### config.mk
export PLATFORM = sky130hd
export DESIGN_NAME = spmq_ctrl
export DESIGN_NICKNAME = d
export VERILOG_FILES = /design/src/hw/rtl/shared_pool_multi_queue_fifo_assert.svh /design/src/hw/rtl/spmq_pkg.sv /design/src/hw/rtl/spmq_ctrl.sv
export SDC_FILE = /design/constraint.sdc
export NUM_CORES = 1
export LEC_CHECK = 0
export CORE_AREA = 2 2 39 41
export DETAILED_ROUTE_END_ITERATION = 6
export DIE_AREA = 0 0 41 43
export DONT_BUFFER_PORTS = 1
export HOLD_SLACK_MARGIN = 0.02
export PLACE_DENSITY = 0.3
export RECOVER_POWER = 100
export SLEW_MARGIN = 10
export SYNTH_ARGS = -nofsm -noshare
export SYNTH_HDL_FRONTEND = slang
export SYNTH_SLANG_ARGS = --single-unit
### constraint.sdc
create_clock -name clock -period 1.21 [get_ports clock]
set_input_delay 0 -clock clock [delete_from_list [all_inputs] [get_ports clock]]
set_output_delay 0 -clock clock [all_outputs]
set_load 0.03 [all_outputs]
### src/hw/rtl/shared_pool_multi_queue_fifo_assert.svh
// Assertion macros for the shared pool queue manager.
// Define ASSERT_OFF to compile the checks out.
`ifndef SHARED_POOL_MULTI_QUEUE_FIFO_ASSERT_SVH
`define SHARED_POOL_MULTI_QUEUE_FIFO_ASSERT_SVH
`ifndef ASSERT_OFF
// Same-cycle implication.
`define SPMQ_ASSERT_IMP(label, clk, rst, ante, cons) \
   label: assert property (@(posedge clk) disable iff (rst) (ante) |-> (cons)) \
      else $error("spmq: assertion failed");
// Next-cycle implication.
`define SPMQ_ASSERT_NXT(label, clk, rst, ante, cons) \
   label: assert property (@(posedge clk) disable iff (rst) (ante) |=> (cons)) \
      else $error("spmq: assertion failed");
`else
`define SPMQ_ASSERT_IMP(label, clk, rst, ante, cons)
`define SPMQ_ASSERT_NXT(label, clk, rst, ante, cons)
`endif
`endif

### src/hw/rtl/spmq_pkg.sv
package spmq_pkg;

   localparam int QID_BITS       = 2;
   localparam int SIZE_BITS      = 32;
   localparam int CAP_BITS       = 8;
   localparam int CSR_INDEX_BITS = 2;
   localparam int STATUS_BITS    = 3;

   localparam logic [CAP_BITS-1:0] CAPACITY_RESET = 8'd128;

   localparam logic ACT_PUSH = 1'b0;
   localparam logic ACT_POP  = 1'b1;

   typedef enum logic [STATUS_BITS-1:0] {
      ST_OK          = 3'd0,
      ST_NULL        = 3'd1,
      ST_FULL        = 3'd2,
      ST_POOL_EMPTY  = 3'd3,
      ST_QUEUE_EMPTY = 3'd4
   } status_type;

   // controller -> datapath
   typedef struct packed {
      logic init_step;
      logic accept;
      logic commit;
   } ctrl_cmd_type;

   // datapath -> controller
   typedef struct packed {
      logic init_last;
      logic rsp_free;
   } dp_status_type;

endpackage

### src/hw/rtl/spmq_ctrl.sv
module spmq_ctrl (
   input  logic                   clock,
   input  logic                   reset,
   input  logic                   req_valid,
   input  spmq_pkg::dp_status_type status,
   output spmq_pkg::ctrl_cmd_type  cmd,
   output logic                   ready
);

   typedef enum logic [1:0] {
      S_INIT,
      S_IDLE,
      S_COMMIT
   } state_type;

   state_type state_ff;
   logic      ready_ff;

   always_ff @(posedge clock) begin
      if (reset) begin
         state_ff <= S_INIT;
         ready_ff <= 1'b0;
      end else begin
         unique case (state_ff)
            S_INIT: begin
               if (status.init_last) begin
                  state_ff <= S_IDLE;
                  ready_ff <= 1'b1;
               end
            end
            S_IDLE: begin
               if (req_valid) begin
                  state_ff <= S_COMMIT;
                  ready_ff <= 1'b0;
               end
            end
            S_COMMIT: begin
               if (status.rsp_free) begin
                  state_ff <= S_IDLE;
                  ready_ff <= 1'b1;
               end
            end
            default: begin
               state_ff <= S_INIT;
               ready_ff <= 1'b0;
            end
         endcase
      end
   end

   assign cmd.init_step = (state_ff == S_INIT);
   assign cmd.accept    = ready_ff & req_valid;
   assign cmd.commit    = (state_ff == S_COMMIT) & status.rsp_free;
   assign ready         = ready_ff;

endmodule

==> impl_metrics.toml <==
[setup_path]
r2r_end = "state_ff[1]$_SDFFE_PP0P_"
crit_family = "flip-flops"
worstPathCellList = "buf_4, nor2_1, buf_2"
endpoint_kind = "primary output"
critPathLaunchType = "register"
worstPathMaxFanout = 7
critPathBufInv = 2
max_stage_delay_ns = 0.41
r2r-start = "state_ff[1]$_SDFFE_PP0P_"
worstPathArrival_ns = 1.07
slowest_stage = "dfxtp_1"
rr_worst_depth = 2
critPathKind = "reg2out"
worstPathRequired_ns = 1.21
rrSetupSlack_ns = 0.28

[global_route]
grt_max_degree = 8
antenna_found_initial = 0
grt_pass1_vias = 154
grt_overflow = 0
grt_pass1_wl_um = 607
grtUsageTotal_pct = 6.112

[drt]
wl_met2_um = 108
wirelength_um = 339
wl_met3_um = 54
top_layer_used = "met4"
vias = 139
detail_route.iter0.violations = 1
ant_nets = 0
wl_met1_um = 157
dr.pass1.iters = 2
viasPerCell = 3.564
drc = 0
wire_per_inst_um = 8.692

[synth]
ys_ff_latch = 2
synth_seq_area_share_pct = 36.78
ys_types = 11
syn_area_um2 = 108.9
syn_inst = 13
avgSynthCellArea_um2 = 8.373
yosysWarnings = 0
syn-num-nets = 18

[clock_tree]
clkSlewWorstSetupHoldPaths_ns = 0.03
cts_setup_buffers = 0
tritoncts.num_buffers = 3
clkLatencyLatePin_ns = 0.22
clockBufferDepth = 2
clock-root-buffer = "clkbuf_4"
h-tree-depth = 1
cts_resized = 0
cts.sink_count = 2
cts_tree = "done"

[sta]
setup_tns_ns = 0
hold_violations = 0
final.min_clock_period_ns = 1.068
worst_slew_pin_slew_ns = 0.4306
rsz0062_at_grt = "false"
finClkSkew_ns = 0.001470
fin_crit_sh_pct = 88.27
relSlewSlack_pct = 71.28
slew_viol_final = 0
setup_violations = 0
setup_ws_ns = 0.1420
clock.fmax_ghz = 0.9363

[floorplan]
start_util_pct = 7.866
ios = 9
dieArea_um2 = 1763
fp-row-count = 14
die_y_um = 43
die_w_um = 41
core_area_um2 = 1384

[power_and_ir_drop]
p_leak_nw = 0.08071
irDropWorstVdd_uv = 191.7
cellPowerDensity_nw_per_um2 = 1393

[layout]
nFillCells = 161
multiInputGateArea_um2 = 61.31
area_growth_syn_to_layout_pct = 88.51
stdcell_area_um2 = 205.2
fin_cells = 39
antennaDiodeCount = 0
drive_above_1_share_pct = 26.09
final-seq-area_um2 = 40.04
final_nets = 30

[worst_hold_path]
hold_start = "req_valid"
min_path_type = "in2out"
holdPathStages = 1
min_to = "cmd[1]"

[run_status]
status = "finished, final reports clean"

[run]
maxCapViolCount = 0

[placement]
io_buffers = 0
pre_cts_slack_ns = 0.2791
place_area_um2 = 151.4
dp_cells = 32
gp_congestion = 0.5970
## power breakdown
part / switching [mW] / leakage, nW / internal [mW] / total, mW
Sequential: 0.00749 / 0.0165 / 0.0717 / 0.0791
Clock: 0.0382 / 0.0138 / 0.109 / 0.148
Combinational: 0.0345 / 0.0504 / 0.0248 / 0.0592
Total: 0.0801 / 0.0807 / 0.206 / 0.286
## sequential cells by signal, indices dropped and copies added (netlist names)
signal and count:
ready 1, state_ff 1
## cell type report
type,instances,area share (%)
Multi-Input combinational cell,10,29.88
Tap cell,16,9.756
Clock buffer,3,10.98
Timing Repair Buffer,7,28.05
Inverter,1,1.829
Sequential cell,2,19.51
## stage by stage
step           power [mW]  hold slack [ns]  utilization, %
4_1_cts            0.3019           0.2402           15.46
3_3_place_gp       0.1300          0.06437           10.94
5_1_grt            0.3117           0.2996           14.83
6_report           0.2859           0.2894           14.83
2_1_floorplan      0.1152          0.06244               -
3_5_place_dp       0.1315          0.06566           10.94
## how the worst max path moves through the flow
stage / from / endpoint / slack (ns) / depth (start not counted)
final: ready$_SDFFE_PP0P_ / cmd[2] / 0.14 / 3
after global routing: ready$_SDFFE_PP0P_ / cmd[2] / 0.05 / 3
after CTS: ready$_SDFFE_PP0P_ / cmd[2] / 0.14 / 3
after detailed placement: state_ff[1]$_SDFFE_PP0P_ / state_ff[1]$_SDFFE_PP0P_ / 0.28 / 2
after global placement: state_ff[1]$_SDFFE_PP0P_ / state_ff[1]$_SDFFE_PP0P_ / 0.30 / 2
after floorplan: ready$_SDFFE_PP0P_ / state_ff[1]$_SDFFE_PP0P_ / 0.18 / 2
## worst register-to-register path, stage by stage, from the launching register on
cell and delay [ns]:
dfxtp_1 0.38, or3b_1 0.36, a21oi_1 0.12
## cell families after synthesis
kind of cell | after synthesis | synth area share [%]
compound gates | 3 | 22.99
buf+inv | 1 | 3.445
flops | 2 | 36.78
simple gates | 7 | 36.79
## repair_timing
action	4_1_cts	5_1_grt
endpoints found under the hold margin	2	0
setup endpoints to repair	0	0
hold buffers	4	0
## per-layer routing
metal	vias up	track usage [%]
met1	56	6.070
met4	0	8.000
met2	12	5.625
li1	67	-
met3	4	6.283
met5	-	0
## cell usage after synthesis
cell | n | area [um^2]
or3b_1 | 1 | 8.760
nand3b_1 | 1 | 7.510
nand2_1 | 1 | 3.750
nand2b_1 | 1 | 6.260
inv_1 | 1 | 3.750
nor2_1 | 2 | 7.510
a21oi_2 | 1 | 8.760
and2_1 | 1 | 6.260
o21a_1 | 1 | 7.510
a311oi_1 | 1 | 8.760
dfxtp_1 | 2 | 40.04
## layout by cell type (no fill, tap or decap)
cell type      synthesis  layout
nand3b_1               1       1
a21oi_1                0       1
nand2_1                1       1
clkbuf_4               0       3
nand2b_1               1       1
buf_2                  0       1
clkbuf_2               0       1
dfxtp_1                2       2
inv_1                  1       1
o21a_1                 1       1
a311oi_1               1       1
dlygate4sd3_1          0       4
buf_4                  0       1
or3b_1                 1       1
nor2_1                 2       2
and2_0                 0       1
(Power assumes the default switching activity.)
